**config.mk**
```make
export PLATFORM = sky130hd
export DESIGN_NAME = vgm_ctrl
export DESIGN_NICKNAME = d
export VERILOG_FILES = /design/src/sv/vgm_pkg.sv /design/src/sv/vgm_ctrl.sv
export SDC_FILE = /design/constraint.sdc
export NUM_CORES = 1
export LEC_CHECK = 0
export ABC_AREA = 1
export BUFFER_PORTS_ARGS = -buffer_cell sky130_fd_sc_hd__buf_2
export CAP_MARGIN = 20
export CORE_MARGIN = 2
export CORE_UTILIZATION = 45
export CTS_CLUSTER_SIZE = 40
export DETAILED_ROUTE_END_ITERATION = 6
export GPL_TIMING_DRIVEN = 0
export PLACE_DENSITY = 0.7
export SLEW_MARGIN = 25
export SYNTH_ARGS = -nofsm -noshare
export SYNTH_HDL_FRONTEND = slang
export SYNTH_SLANG_ARGS = --single-unit
```
**constraint.sdc**
```tcl
create_clock -name clk -period 2.8 [get_ports clk]
set_input_delay 0.7 -clock clk [delete_from_list [all_inputs] [get_ports clk]]
set_output_delay 0.7 -clock clk [all_outputs]
set_load 0.005 [all_outputs]
```
**src/sv/vgm_pkg.sv**
```systemverilog
// Shared constants, codes and types of the voxel greedy mesher.
package vgm_pkg;

    localparam int EDGE_CELLS = 8;
    localparam int EB         = $clog2(EDGE_CELLS);
    localparam int SDEPTH     = EDGE_CELLS * EDGE_CELLS * EDGE_CELLS;
    localparam int SAW        = $clog2(SDEPTH);
    localparam int MDEPTH     = EDGE_CELLS * EDGE_CELLS;
    localparam int MAW        = $clog2(MDEPTH);
    localparam int WW         = $clog2(EDGE_CELLS + 1);

    localparam int IN_DW  = 32;
    localparam int OUT_DW = 120;
    localparam int CFG_DW = 31;

    localparam logic [1:0] OP_WRITE = 2'd0;
    localparam logic [1:0] OP_READ  = 2'd1;
    localparam logic [1:0] OP_MESH  = 2'd2;

    localparam logic [1:0] KIND_QUAD  = 2'd0;
    localparam logic [1:0] KIND_READ  = 2'd1;
    localparam logic [1:0] KIND_EMPTY = 2'd2;

    localparam logic [1:0] AXIS_X    = 2'd0;
    localparam logic [1:0] AXIS_Y    = 2'd1;
    localparam logic [1:0] AXIS_Z    = 2'd2;
    localparam logic [1:0] AXIS_NONE = 2'd3;

    localparam logic [1:0] REG_ORIGIN_X = 2'd0;
    localparam logic [1:0] REG_ORIGIN_Y = 2'd1;
    localparam logic [1:0] REG_ORIGIN_Z = 2'd2;

    typedef logic [4:0] dp_cmd_t;

    localparam dp_cmd_t CMD_NONE     = 5'd0;
    localparam dp_cmd_t CMD_CLR      = 5'd1;
    localparam dp_cmd_t CMD_ACCEPT   = 5'd2;
    localparam dp_cmd_t CMD_WRITE    = 5'd3;
    localparam dp_cmd_t CMD_RD_ISSUE = 5'd4;
    localparam dp_cmd_t CMD_RD_OUT   = 5'd5;
    localparam dp_cmd_t CMD_B_A      = 5'd6;
    localparam dp_cmd_t CMD_B_B      = 5'd7;
    localparam dp_cmd_t CMD_B_W      = 5'd8;
    localparam dp_cmd_t CMD_S_RD     = 5'd9;
    localparam dp_cmd_t CMD_S_T      = 5'd10;
    localparam dp_cmd_t CMD_SKIP     = 5'd11;
    localparam dp_cmd_t CMD_W_RD     = 5'd12;
    localparam dp_cmd_t CMD_W_INC    = 5'd13;
    localparam dp_cmd_t CMD_H_RD     = 5'd14;
    localparam dp_cmd_t CMD_K_INC    = 5'd15;
    localparam dp_cmd_t CMD_H_INC    = 5'd16;
    localparam dp_cmd_t CMD_CLR_INIT = 5'd17;
    localparam dp_cmd_t CMD_MCLR     = 5'd18;
    localparam dp_cmd_t CMD_EMIT     = 5'd19;
    localparam dp_cmd_t CMD_FIN      = 5'd20;

    typedef struct packed {
        logic       clr_last;
        logic       out_free;
        logic       pend_valid;
        logic [1:0] op;
        logic       axis_none;
        logic       i_last;
        logic       j_last;
        logic       rd_zero;
        logic       rd_match;
        logic       w_more;
        logic       h_more;
        logic       k_last;
        logic       l_last;
        logic       row_done;
    } dp_status_t;

    typedef struct packed {
        logic [1:0]  kind;
        logic [31:0] corner_x;
        logic [31:0] corner_y;
        logic [31:0] corner_z;
        logic [3:0]  quad_width;
        logic [3:0]  quad_height;
        logic        facing_negative;
        logic [7:0]  block_value;
        logic        last;
    } result_t;

endpackage

```
**src/sv/vgm_ctrl.sv**
```systemverilog
// Controller state machine of the voxel greedy mesher.
module vgm_ctrl (
    input  logic                clk,
    input  logic                rst_n,
    input  logic                s_tvalid,
    output logic                s_tready,
    input  vgm_pkg::dp_status_t status,
    output vgm_pkg::dp_cmd_t    cmd
);

    localparam logic [4:0] ST_CLEAR    = 5'd0;
    localparam logic [4:0] ST_IDLE     = 5'd1;
    localparam logic [4:0] ST_DISPATCH = 5'd2;
    localparam logic [4:0] ST_WRITE    = 5'd3;
    localparam logic [4:0] ST_RD_ISSUE = 5'd4;
    localparam logic [4:0] ST_RD_OUT   = 5'd5;
    localparam logic [4:0] ST_B_A      = 5'd6;
    localparam logic [4:0] ST_B_B      = 5'd7;
    localparam logic [4:0] ST_B_W      = 5'd8;
    localparam logic [4:0] ST_S_RD     = 5'd9;
    localparam logic [4:0] ST_S_T      = 5'd10;
    localparam logic [4:0] ST_W_RD     = 5'd11;
    localparam logic [4:0] ST_W_CHK    = 5'd12;
    localparam logic [4:0] ST_H_RD     = 5'd13;
    localparam logic [4:0] ST_H_CHK    = 5'd14;
    localparam logic [4:0] ST_CLR_INIT = 5'd15;
    localparam logic [4:0] ST_MCLR     = 5'd16;
    localparam logic [4:0] ST_EMIT     = 5'd17;
    localparam logic [4:0] ST_FIN      = 5'd18;

    logic [4:0] state_reg;
    logic [4:0] state_next;

    always_ff @(posedge clk or negedge rst_n)
    begin
        if (!rst_n)
        begin
            state_reg <= ST_CLEAR;
        end
        else
        begin
            state_reg <= state_next;
        end
    end

    assign s_tready = (state_reg == ST_IDLE);

    always_comb
    begin
        state_next = state_reg;
        cmd        = vgm_pkg::CMD_NONE;
        case (state_reg)
            ST_CLEAR:
            begin
                cmd = vgm_pkg::CMD_CLR;
                if (status.clr_last)
                begin
                    state_next = ST_IDLE;
                end
            end
            ST_IDLE:
            begin
                if (s_tvalid)
                begin
                    cmd        = vgm_pkg::CMD_ACCEPT;
                    state_next = ST_DISPATCH;
                end
            end
            ST_DISPATCH:
            begin
                case (status.op)
                    vgm_pkg::OP_WRITE: state_next = ST_WRITE;
                    vgm_pkg::OP_READ:  state_next = ST_RD_ISSUE;
                    vgm_pkg::OP_MESH:  state_next = status.axis_none ? ST_FIN : ST_B_A;
                    default:           state_next = ST_IDLE;
                endcase
            end
            ST_WRITE:
            begin
                cmd        = vgm_pkg::CMD_WRITE;
                state_next = ST_IDLE;
            end
            ST_RD_ISSUE:
            begin
                cmd        = vgm_pkg::CMD_RD_ISSUE;
                state_next = ST_RD_OUT;
            end
            ST_RD_OUT:
            begin
                if (status.out_free)
                begin
                    cmd        = vgm_pkg::CMD_RD_OUT;
                    state_next = ST_IDLE;
                end
            end
            ST_B_A:
            begin
                cmd        = vgm_pkg::CMD_B_A;
                state_next = ST_B_B;
            end
            ST_B_B:
            begin
                cmd        = vgm_pkg::CMD_B_B;
                state_next = ST_B_W;
            end
            ST_B_W:
            begin
                cmd        = vgm_pkg::CMD_B_W;
                state_next = (status.i_last && status.j_last) ? ST_S_RD : ST_B_A;
            end
            ST_S_RD:
            begin
                cmd        = vgm_pkg::CMD_S_RD;
                state_next = ST_S_T;
            end
            ST_S_T:
            begin
                if (status.rd_zero)
                begin
                    cmd        = vgm_pkg::CMD_SKIP;
                    state_next = (status.i_last && status.j_last) ? ST_FIN : ST_S_RD;
                end
                else
                begin
                    cmd        = vgm_pkg::CMD_S_T;
                    state_next = ST_W_RD;
                end
            end
            ST_W_RD:
            begin
                if (status.w_more)
                begin
                    cmd        = vgm_pkg::CMD_W_RD;
                    state_next = ST_W_CHK;
                end
                else
                begin
                    state_next = ST_H_RD;
                end
            end
            ST_W_CHK:
            begin
                if (status.rd_match)
                begin
                    cmd        = vgm_pkg::CMD_W_INC;
                    state_next = ST_W_RD;
                end
                else
                begin
                    state_next = ST_H_RD;
                end
            end
            ST_H_RD:
            begin
                if (status.h_more)
                begin
                    cmd        = vgm_pkg::CMD_H_RD;
                    state_next = ST_H_CHK;
                end
                else
                begin
                    state_next = ST_CLR_INIT;
                end
            end
            ST_H_CHK:
            begin
                if (!status.rd_match)
                begin
                    state_next = ST_CLR_INIT;
                end
                else if (status.k_last)
                begin
                    cmd        = vgm_pkg::CMD_H_INC;
                    state_next = ST_H_RD;
                end
                else
                begin
                    cmd        = vgm_pkg::CMD_K_INC;
                    state_next = ST_H_RD;
                end
            end
            ST_CLR_INIT:
            begin
                cmd        = vgm_pkg::CMD_CLR_INIT;
                state_next = ST_MCLR;
            end
            ST_MCLR:
            begin
                cmd = vgm_pkg::CMD_MCLR;
                if (status.k_last && status.l_last)
                begin
                    state_next = ST_EMIT;
                end
            end
            ST_EMIT:
            begin
                // A held quad can only move on once the output register is free.
                if (!status.pend_valid || status.out_free)
                begin
                    cmd = vgm_pkg::CMD_EMIT;
                    state_next = (status.row_done && status.j_last) ? ST_FIN : ST_S_RD;
                end
            end
            ST_FIN:
            begin
                if (status.out_free)
                begin
                    cmd        = vgm_pkg::CMD_FIN;
                    state_next = ST_IDLE;
                end
            end
            default:
            begin
                state_next = ST_IDLE;
            end
        endcase
    end

endmodule

```
==> After elaboration in Yosys (flattened, before gate mapping) <==
Index checks and enable logic that the tools add are counted.
{ "totals": {"regBits": 5} }
{ "op_classes": {"eq_ne": 25, "n_mux": 27, "reduce_logical": 9} }
{ "ops": {"columns": ["cell", "n"], "rows": [
  ["$pmux 5 s18", 1],
  ["$pmux 5 s17", 1],
  ["$mux 5", 13],
  ["$eq 5x4->1 const B", 8],
  ["$eq 5x3->1 const B", 4],
  ["$mux 4", 4],
  ["$eq 5x5->1 const B", 3],
  ["$pmux 5 s3", 1],
  ["$eq 5x2->1 const B", 2],
  ["$ne 2x2->1 const B", 4],
  ["$mux 3", 2],
  ["$eq 5x1->1 const B", 1],
  ["$logic_not 5->1", 1],
  ["$reduce_and 5->1", 1],
  ["$mux 2", 2],
  ["$logic_and 1x1->1", 3],
  ["$mux 1", 3],
  ["$eq 2x1->1 const B", 1],
  ["$eq 2x2->1 const B", 1],
  ["$logic_not 2->1", 1],
  ["$ne 2x1->1 const B", 1],
  ["$reduce_or 2->1", 1],
  ["$logic_not 1->1", 1],
  ["$logic_or 1x1->1", 1]
]} }

==> Longest topological paths before layout <==
Gate-level depths: netlist (run 1).
{ "depth": {"depth_word": 4, "depth_mapped": 11} }

==> Worst setup path before layout (run 1) <==
Ideal clock, no wire load.
{ "synth_timing": {"kind": "register to output", "start": "reg state_reg[0]", "end": "out cmd[2]", "arrival_ns": 1.247, "required_ns": 2.100, "path_slack_ns": 0.853, "path_stages_with_launch": 10, "n_path_buf": 0, "cell_sequence": "dfrtp_1 -> inv_2 -> nand2_1 -> nor2_1 -> nand2_1 -> inv_1 -> nand3_1 -> o21ai_0 -> nor2_1 -> nand4_1"} }
{ "synth_via": {"elab_chain_len": 2, "elab_cells_between_ends": 19, "classes_between": "17 x eq/ne; 1 x mux; 1 x reduce/logical"} }
{ "synth_rtl": {"columns": ["element", "line_no", "rtl"], "rows": [
  ["start, declared", "vgm_ctrl.sv:31", "logic [4:0] state_reg;"],
  ["start signal, assigned", "vgm_ctrl.sv:42", "state_reg <= state_next;"],
  ["$eq 5x5->1, or another cell as far along", "vgm_ctrl.sv:52", "case (state_reg)"],
  ["$pmux 5 s18 (*)", "vgm_ctrl.sv:52", null],
  ["end, declared", "vgm_ctrl.sv:8", "output vgm_pkg::dp_cmd_t cmd"]
]} }
Mark *: on every way between the ends. The rest lies on a longest branch, timed or not.

==> Final worst setup path (run 1) <==
{ "layout_timing": {"start": "reg state_reg[0]", "end": "out cmd[3]"} }
Same word-level chain as after synthesis.

==> results of run 1 <==
worst max-delay path, delay by kind of cell, from the launching register on:
kind | cells | cell delay, ns
and+or+nand+nor | 6 | 0.72
DFF | 1 | 0.47
buffers and inverters | 3 | 0.34
AOI/OAI and AO/OA | 1 | 0.15
stage by stage:
stage               hold slack (ns)  worst slack, ns  power, mW  cells  util, %
floorplan                     0.404            0.853      0.610    175        -
global placement              0.513            0.470      0.787    225     54.8
detailed placement            0.522            0.467      0.793    225     54.8
CTS                           0.258            0.197      0.881    229     56.3
global route                  0.258           0.0206      0.978    229     56.3
finish                        0.258            0.175      0.887    229     56.3
logic make-up after synthesis:
group / Yosys count
AO/OA/AOI/OAI: 16
buffers and inverters: 30
adder cells (fa/ha/maj): 3
flip-flops: 5
AND/OR/NAND/NOR: 121
synthesized netlist by cell type (all sizes together):
library cell / instances / area share (%)
nand2: 53 / 23
nor2: 35 / 18
inv: 29 / 12
nand3: 21 / 12
o21ai: 10 / 5.5
nand4: 6 / 4.1
dfrtp: 5 / 14
nor3: 5 / 2.7
ha: 3 / 4.1
a21oi: 2 / 1.1
a31oi: 1 / 0.68
buf: 1 / 0.82
o211ai: 1 / 0.82
o21a: 1 / 0.82
o311ai: 1 / 0.96
or2: 1 / 0.68
final timing paths:
kind / cells after the start / slack (ns) / startpoint / to
worst max-delay path: 10 / 0.18 / state_reg[0] / cmd[3]
worst min-delay path: 1 / 0.26 / rst_n / state_reg[3]
worst max register to register: 11 / 1.13 / state_reg[4] / state_reg[0]
worst min register to register: 2 / 0.69 / state_reg[1] / state_reg[1]
max in group asynchronous: 1 / 2.41 / rst_n / state_reg[1]
min in group clk: 2 / 0.69 / state_reg[1] / state_reg[1]
area by class of cell:
cell class	count	area [sq um]	share of cell area (%)
Multi-Input combinational cell	140	674	61.7
Inverter	29	109	9.97
Timing Repair Buffer	23	115	10.5
Sequential cell	5	125	11.5
Clock inverter	1	5.00	0.458
Clock buffer	3	22.5	2.06
Tap cell	27	33.8	3.09
Buffer	1	7.51	0.687
report_power, final:
group          internal (mW)  switching, mW  leakage, nW
registers              0.101         0.0551       0.0643
logic                  0.233          0.412        0.607
clock network         0.0519         0.0332       0.0177
total                  0.386          0.500        0.689
routing by layer:
layer,up-vias,track usage [%]
met3,2,2.76
met5,-,0
met2,60,44.1
met1,531,32.1
li1,611,-
met4,0,8.57
==> out/metrics.yaml, run 1 <==
post_synthesis_share_of_cell_area_spent_on_and_or_nand_and_nor_gates_pct: 59.7
cp.arrival_ns: 1.92
critical-path-max-stage-delay_ns: 0.47
synth_cells: 175
dominant_combinational_cell_family_by_area_after_synthesis: "simple AND/OR/NAND/NOR gates"
via_density: 5.26
fillCellCount: 219
cts_resizes: 0
port_buffers: 23
worst_hold_path_type: "input pin to async pin"
grt_overflow_total: 0
worst_setup_hold_path_clk_slew_ns: 0.05
diodes: 0
pwr_density_nw_per_um2: 812
timing.fmax_mhz: 381
timing_worst_setup_path_type: "flop to primary output"
setup.worst_path.start_class: "flop"
first_global_vias: 1114
cts_setup_buffers: 0
ctsLongestPathBuffers: 2
post_dp_cell_area_sq_um: 1060
period_needed_ns: 2.62
wirelength_mm: 2.79
grt_max_degree: 11
fin_skew_ns: 0.00473
cp_max_fo: 6
route.detailed.drc: 0
routed_len_inst_um: 12.2
synth_compound_gate_area_share_pct: 9.84
worst_slew_pin_slew_ns: 0.331
most-common-layout-cells: "50 x nand2_1, 29 x nor2_1, 24 x inv_1"
synth_cell_type_count: 22
final_design_area_no_fill_sq_um: 1090
groute.usage.overall_pct: 25.3
first_iter_violations: 54
critical_path_required_ns: 2.10
yosys_register_bits: 5
floorplan.initialDensity_pct: 47.2
cts.hold.buffers_added: 0
fp.dieArea_sq_um: 2410
drt-met1-wl_mm: 1.17
timing_max_transition_violations_final: 0
tns_ns: 0
layout.cells.most_common: "nand2_1"
max_cap_viols: 0
final_antenna_net_count: 0
grt_antenna_before_repair: 0
ys_warn_count: 0
areaGrowthSynthToFinish_pct: 19.3
met3RoutedLength_um: 245
highest_layer: "met4"
largest_reg_flops: 5
post_synth_xor_area_fraction_pct: 0
fin_nets: 224
max_slew_margin_pct: 77.8
std_cell_rows: 16
synth_seq_area_share_pct: 13.7
syn-num-nets: 196
dp_hpwl_mm: 2.40
synth_fa_ha_area_share_pct: 4.10
finalSetupViolCount: 0
worst_voltage_drop_across_the_vdd_grid_mv: 0.389
grt_setup_unrepaired: "false"
result_of_the_run: "finished, final reports clean"
design.portCount: 24
dieWidth_um: 49.1
cts.sink_count: 5
h-tree-depth: 1
grt_pass1_wl_mm: 4.80
endpoint_kind: "primary output"
syn-mean-instance-area_sq_um: 5.23
cpMaxStageDelayCell: "dfrtp_1"
gp_congestion: 0.981
die_h_um: 49.1
static-leakage-power_nw: 0.689
cts.root.buffer_cell: "clkbuf_4"
min_period_over_period_pct: 93.7
firstDrtPassIters: 4
clk-insertion-delay-late_ns: 0.25
cts_inserted_buffers: 3
count_of_final_hold_check_violations: 0
design.core.area_sq_um: 1940
met2_wirelength_mm: 1.36
synth_mux_area_share_pct: 0
cp_cell_sequence: "inv_2 > nand2_1 > nor2_1 > nand2_1 > inv_1 > nand3_1 > o21ai_0 > nor2_1 > nand4_1 > buf_2"
vias: 1204
layout-drive-gt1-share_pct: 21.3
synth.cell_area_sq_um: 916
cts_tree: "done"
No activity file was read; power rests on OpenSTA's default activity.
==> inputs of run 2 (changes only) <==
--- a/config.mk
+++ b/config.mk
@@ -13,7 +13,7 @@
 export CTS_CLUSTER_SIZE = 40
 export DETAILED_ROUTE_END_ITERATION = 6
 export GPL_TIMING_DRIVEN = 0
-export PLACE_DENSITY = 0.7
+export PLACE_DENSITY = 0.81
 export SLEW_MARGIN = 25
 export SYNTH_ARGS = -nofsm -noshare
 export SYNTH_HDL_FRONTEND = slang
==> run 2 against run 1 <==
Die area did not move; power fell by 2.3%; count of clock-buffer cells in the layout rose by 1; sequential power barely moved; clock power fell by 3.5%; critical endpoint unchanged; highest routed layer unchanged.
==> out/metrics.yaml, run 2 (synthesis gave the netlist of run 1 again) <==
grt_max_degree: 11
route.detailed.drc: 0
worst_slew_pin_slew_ns: 0.320
power_frac_seq_pct: 17.9
fp.dieArea_sq_um: 2410
fin_skew_ns: 0.00354
fin_nets: 224
finalSetupViolCount: 0
power.switching_uw: 476
clkPwrFrac_pct: 9.5
gp_congestion: 0.923
max_cap_viols: 0
cpMaxStageDelayCell: "dfrtp_2"
cp_max_fo: 6
design.portCount: 24
layout.cells.most_common: "nand2_1"
h-tree-depth: 1
cp_cell_sequence: "inv_2 > nand2_1 > nor2_1 > nand2_1 > inv_1 > nand3_1 > o21ai_0 > nor2_1 > nand4_1 > buf_2"
max_slew_margin_pct: 78.5
routed_len_inst_um: 10.9
pwr_density_nw_per_um2: 793
grt_setup_unrepaired: "false"
worst_setup_hold_path_clk_slew_ns: 0.04
critical-path-max-stage-delay_ns: 0.46
setup_ws_ns: 0.237
count_of_final_hold_check_violations: 0
most-common-layout-cells: "50 x nand2_1, 29 x nor2_1, 24 x inv_1"
floorplan.initialDensity_pct: 47.2
worst_voltage_drop_across_the_vdd_grid_mv: 0.593
layout-drive-gt1-share_pct: 21.3
p_sw_share_pct: 55.0
tns_ns: 0
timing_max_transition_violations_final: 0
areaGrowthSynthToFinish_pct: 19.3
vias: 1189
dieWidth_um: 49.1
diodes: 0
std_cell_rows: 16
grt_pass1_wl_mm: 4.07
cts.hold.buffers_added: 0
static-leakage-power_nw: 0.685
dp_hpwl_mm: 2.08
clk-insertion-delay-late_ns: 0.24
firstDrtPassIters: 5
setup.worst_path.start_class: "flop"
wirelength_mm: 2.49
critical_path_required_ns: 2.10
die_h_um: 49.1
pwr-share-comb_pct: 72.6
groute.usage.overall_pct: 21.5
timing.hold.ws_ns: 0.260
largest_reg_flops: 5
internal_power_uw: 390
cts.sink_count: 5
period_needed_ns: 2.56
cts_inserted_buffers: 3
cts.root.buffer_cell: "clkbuf_4"
design.core.area_sq_um: 1940
port_buffers: 23
result_of_the_run: "finished, final reports clean"
design_power_total_uw: 867
fillCellCount: 218
first_global_vias: 1005
cts_tree: "done"
preCtsSetupSlack_ns: 0.501
ctsLongestPathBuffers: 2
crit_family: "simple AND/OR/NAND/NOR gates"
worst_hold_path_type: "input pin to async pin"
cp.arrival_ns: 1.86
endpoint_kind: "primary output"
final_antenna_net_count: 0
cts_setup_buffers: 0
via_density: 5.19
first_iter_violations: 71
min_period_over_period_pct: 91.5
grt_antenna_before_repair: 0
timing.fmax_mhz: 390
crit_buf_inv: 3
grt_overflow_total: 0
timing_worst_setup_path_type: "flop to primary output"
## run 2: changes by cell type in the layout (fill, tap and decap cells not counted)
cell / before / now
dfrtp_1: 5 / 4
clkbuf_1: 0 / 1
clkinv_2: 1 / 0
dfrtp_2: 0 / 1
## run 2: layout make-up
| class | instances | area (sq um) | area share [%] |
|---|---|---|---|
| buffer | 1 | 7.51 | 0.687 |
| sequential | 5 | 126 | 11.6 |
| clock buffer | 4 | 26.3 | 2.41 |
| timing repair buffer | 23 | 115 | 10.5 |
| inverter | 29 | 109 | 9.97 |
| tap | 27 | 33.8 | 3.09 |
| multi-input combinational | 140 | 674 | 61.7 |
## run 2: repair_timing
action                                 4_1_cts  5_1_grt
endpoints found under the hold margin        0        0
resized for setup                            0        1
setup endpoints to repair                    0        3
## run 2: layer usage
metal | global-route usage, % | vias to the layer above | part of all wire, %
met5 | 0 | - | 0
met3 | 4.29 | 2 | 8.3
met1 | 27.1 | 516 | 44
met2 | 36.0 | 54 | 47
li1 | - | 617 | -
met4 | 7.62 | 0 | 0.64
## run 2: through the flow
stage / util, % / area, sq um / instances
2_1_floorplan: - / 916 / 175
3_3_place_gp: 54.8 / 1060 / 225
3_5_place_dp: 54.8 / 1060 / 225
4_1_cts: 56.2 / 1090 / 229
5_1_grt: 56.3 / 1090 / 229
6_report: 56.3 / 1090 / 229
## run 2: power by group through the flow
stage | logic, mW | registers (mW) | clock network (mW)
after CTS | 0.628 | 0.153 | 0.0880
after detailed placement | 0.626 | 0.154 | 0
after floorplan | 0.465 | 0.145 | 0
final | 0.629 | 0.155 | 0.0821
after global placement | 0.623 | 0.153 | 0
after global routing | 0.706 | 0.161 | 0.0922
## run 2: path summary, 6_finish.rpt
check,from,to,slack (ns),cells past startpoint
max in group asynchronous,rst_n,state_reg[0],2.40,1
setup / recovery,state_reg[0],cmd[3],0.24,10
hold / removal,rst_n,state_reg[3],0.26,1
min in group clk,state_reg[0],state_reg[0],0.65,2
hold reg to reg,state_reg[0],state_reg[0],0.65,2
setup reg to reg,state_reg[4],state_reg[0],1.23,11
## run 2: worst reg2reg max path, delay by kind of cell (launching register included)
family / cells / cell delay, ns
AND/OR/NAND/NOR: 8 / 0.70
buffers and inverters: 3 / 0.42
flip-flops: 1 / 0.35
==> inputs of run 3 (changes only) <==
--- a/config.mk
+++ b/config.mk
@@ -5,7 +5,6 @@
 export SDC_FILE = /design/constraint.sdc
 export NUM_CORES = 1
 export LEC_CHECK = 0
-export ABC_AREA = 1
 export BUFFER_PORTS_ARGS = -buffer_cell sky130_fd_sc_hd__buf_2
 export CAP_MARGIN = 20
 export CORE_MARGIN = 2
@@ -13,7 +12,7 @@
 export CTS_CLUSTER_SIZE = 40
 export DETAILED_ROUTE_END_ITERATION = 6
 export GPL_TIMING_DRIVEN = 0
-export PLACE_DENSITY = 0.81
+export PLACE_DENSITY = 0.79
 export SLEW_MARGIN = 25
 export SYNTH_ARGS = -nofsm -noshare
 export SYNTH_HDL_FRONTEND = slang
==> run 3 against run 2 <==
Sequential power is 12% lower; critical path type unchanged; die area increased by 15%; largest cell class unchanged; critical path depth shrank 3.
==> out/metrics.yaml, run 3 <==
cts.hold.buffers_added: 0
fin_skew_ns: 0.00599
cts_setup_buffers: 0
synth_cell_type_count: 59
synth_seq_area_share_pct: 11.7
grt_antenna_before_repair: 0
via_density: 6.23
synth_cells: 144
area_share_of_the_leading_cell_type_in_the_synthesized_netlist_pct: 11.7
most-common-layout-cells: "29 x buf_2, 14 x nand2_1, 12 x nor2_1"
cts.sink_count: 5
tns_ns: 0
result_of_the_run: "finished, final reports clean"
port_buffers: 23
critical_path_required_ns: 2.10
h-tree-depth: 1
worst_slew_pin_slew_ns: 0.503
design.core.area_sq_um: 2230
endpoint_kind: "primary output"
clkPwrFrac_pct: 6.7
timing.fmax_mhz: 392
wirelength_mm: 3.10
timing_worst_setup_path_type: "flop to primary output"
period_needed_ns: 2.55
areaGrowthSynthToFinish_pct: 16.5
grt_overflow_total: 0
fin_nets: 193
routed_len_inst_um: 15.6
timing_max_transition_violations_final: 0
synth.cell_area_sq_um: 1070
cts_tree: "done"
synth_top_cell_by_area: "dfrtp_1"
globalRouteMet1Util_pct: 32.9
first_global_vias: 1117
clk-insertion-delay-late_ns: 0.24
cpMaxStageDelayCell: "dfrtp_1"
vias: 1239
grt_pass1_wl_mm: 5.07
route.detailed.drc: 0
sequential_standard_cell_area_sq_um: 125
synth_enable_flop_cells: 0
multiInputGateArea_sq_um: 815
ys_warn_count: 0
largest_reg_flops: 5
cts.root.buffer_cell: "clkbuf_4"
groute.usage.overall_pct: 24.3
layout-drive-gt1-share_pct: 32.2
syn-mean-instance-area_sq_um: 7.43
finalSetupViolCount: 0
cts_resizes: 0
p_sw_share_pct: 51.8
grt_setup_unrepaired: "false"
first_iter_violations: 64
cts_inserted_buffers: 3
timing.hold.ws_ns: 0.262
dieWidth_um: 52.8
final_antenna_net_count: 0
setup.worst_path.start_class: "flop"
gr-max-usage-layer: "met2"
pwr-share-comb_pct: 82.2
floorplan.initialDensity_pct: 47.9
power_frac_seq_pct: 11.0
internal_power_uw: 595
synth.area.top_cells: "dfrtp_1 12%, nand2_1 4.9%, o21ai_0 4.7%"
fp.dieArea_sq_um: 2780
worst_voltage_drop_across_the_vdd_grid_mv: 0.488
std_cell_rows: 17
max_cap_viols: 0
syn-num-nets: 165
yosys_register_bits: 5
firstDrtPassIters: 4
grt_max_degree: 11
worst_setup_hold_path_clk_slew_ns: 0.05
diodes: 0
cp_cell_sequence: "buf_6 > buf_2 > nor2_1 > a31o_1 > a22oi_1 > o211ai_1 > buf_2"
fillCellCount: 202
die_h_um: 52.8
critical_path.most_common_cell: "buf_2"
synthMostInstantiatedCell: "nand2_1"
pwr_density_nw_per_um2: 990
cp_max_fo: 10
gp_congestion: 0.921
worst_hold_path_type: "input pin to async pin"
share_of_synthesized_flip_flops_with_an_asynchronous_set_or_reset_pct: 100
dominantRegCellSynth: "dfrtp_1"
design.portCount: 24
final_core_util_pct: 55.8
static-leakage-power_nw: 0.536
dp_hpwl_mm: 2.38
synth_top_cells_by_count: "14 x nand2_1, 12 x nor2_1, 10 x o21ai_0"
min_period_over_period_pct: 91.1
ctsLongestPathBuffers: 2
global_route.usage.met2_pct: 40.2
power.switching_uw: 639
cp.arrival_ns: 1.85
gr_met3_demand_resource_pct: 2.57
critical-path-max-stage-delay_ns: 0.42
layout.cells.most_common: "buf_2"
max_slew_margin_pct: 66.5
count_of_final_hold_check_violations: 0
==> run 3: changes by cell type in the layout (fill, tap and decap cells not counted), moves of 6 or more <==
cell     change
a21oi_1      +6
buf_2        +6
inv_1       -19
nand2_1     -36
nand3_1     -14
nor2_1      -17
o21ai_1      +6
==> run 3: final cells by class <==
cell class | instances | area share, %
clock buffers | 4 | 2.11
repair buffers | 23 | 9.24
inverters | 7 | 2.21
flip-flops and latches | 5 | 10.0
multi-input cells | 119 | 65.4
well taps | 28 | 2.81
plain buffers | 13 | 8.23
==> run 3: logic make-up after synthesis <==
group	synth area share, %
simple gates	34.0
compound gates	34.6
buf+inv	12.2
flops	11.7
fa+ha+maj	3.51
xor+xnor	1.64
mux	2.34
==> run 3: path summary, 6_finish.rpt <==
| check | start | endpoint | slack (ns) | depth (start not counted) |
|---|---|---|---|---|
| worst min register to register | state_reg[0] | state_reg[3] | 0.85 | 4 |
| worst min-delay path | rst_n | state_reg[1] | 0.26 | 1 |
| max in group asynchronous | rst_n | state_reg[3] | 2.40 | 1 |
| worst max register to register | state_reg[2] | state_reg[1] | 1.02 | 5 |
| min in group clk | state_reg[0] | state_reg[3] | 0.85 | 4 |
| worst max-delay path | state_reg[2] | cmd[2] | 0.25 | 7 |
==> run 3: critical path: cells and delay by family, from the launching register on <==
family / cells / cell delay, ns
buffers and inverters: 3 / 0.55
AOI/OAI and AO/OA: 3 / 0.52
DFF: 1 / 0.42
and+or+nand+nor: 1 / 0.12
==> run 3: power groups by stage <==
stage / Clock (mW) / Combinational (mW) / Sequential, mW
after floorplan: 0 / 0.752 / 0.129
after detailed placement: 0 / 0.986 / 0.137
final: 0.0831 / 1.01 / 0.136
after CTS: 0.0827 / 0.992 / 0.135
after global routing: 0.0883 / 1.10 / 0.141
after global placement: 0 / 0.992 / 0.135
==> run 3: through the flow <==
| stage | cell area (sq um) | worst slack, ns | std cells | power (mW) |
|---|---|---|---|---|
| floorplan | 1070 | 0.799 | 144 | 0.881 |
| global placement | 1220 | 0.402 | 195 | 1.13 |
| detailed placement | 1220 | 0.359 | 195 | 1.12 |
| CTS | 1250 | 0.295 | 199 | 1.21 |
| global route | 1250 | 0.157 | 199 | 1.33 |
| finish | 1250 | 0.249 | 199 | 1.23 |
==> run 3: per-layer routing <==
layer  vias to the layer above  wire length (um)
li1                        596                 -
met1                       554              1340
met2                        74              1410
met3                        15               279
met4                         0                71
met5                         -                 0
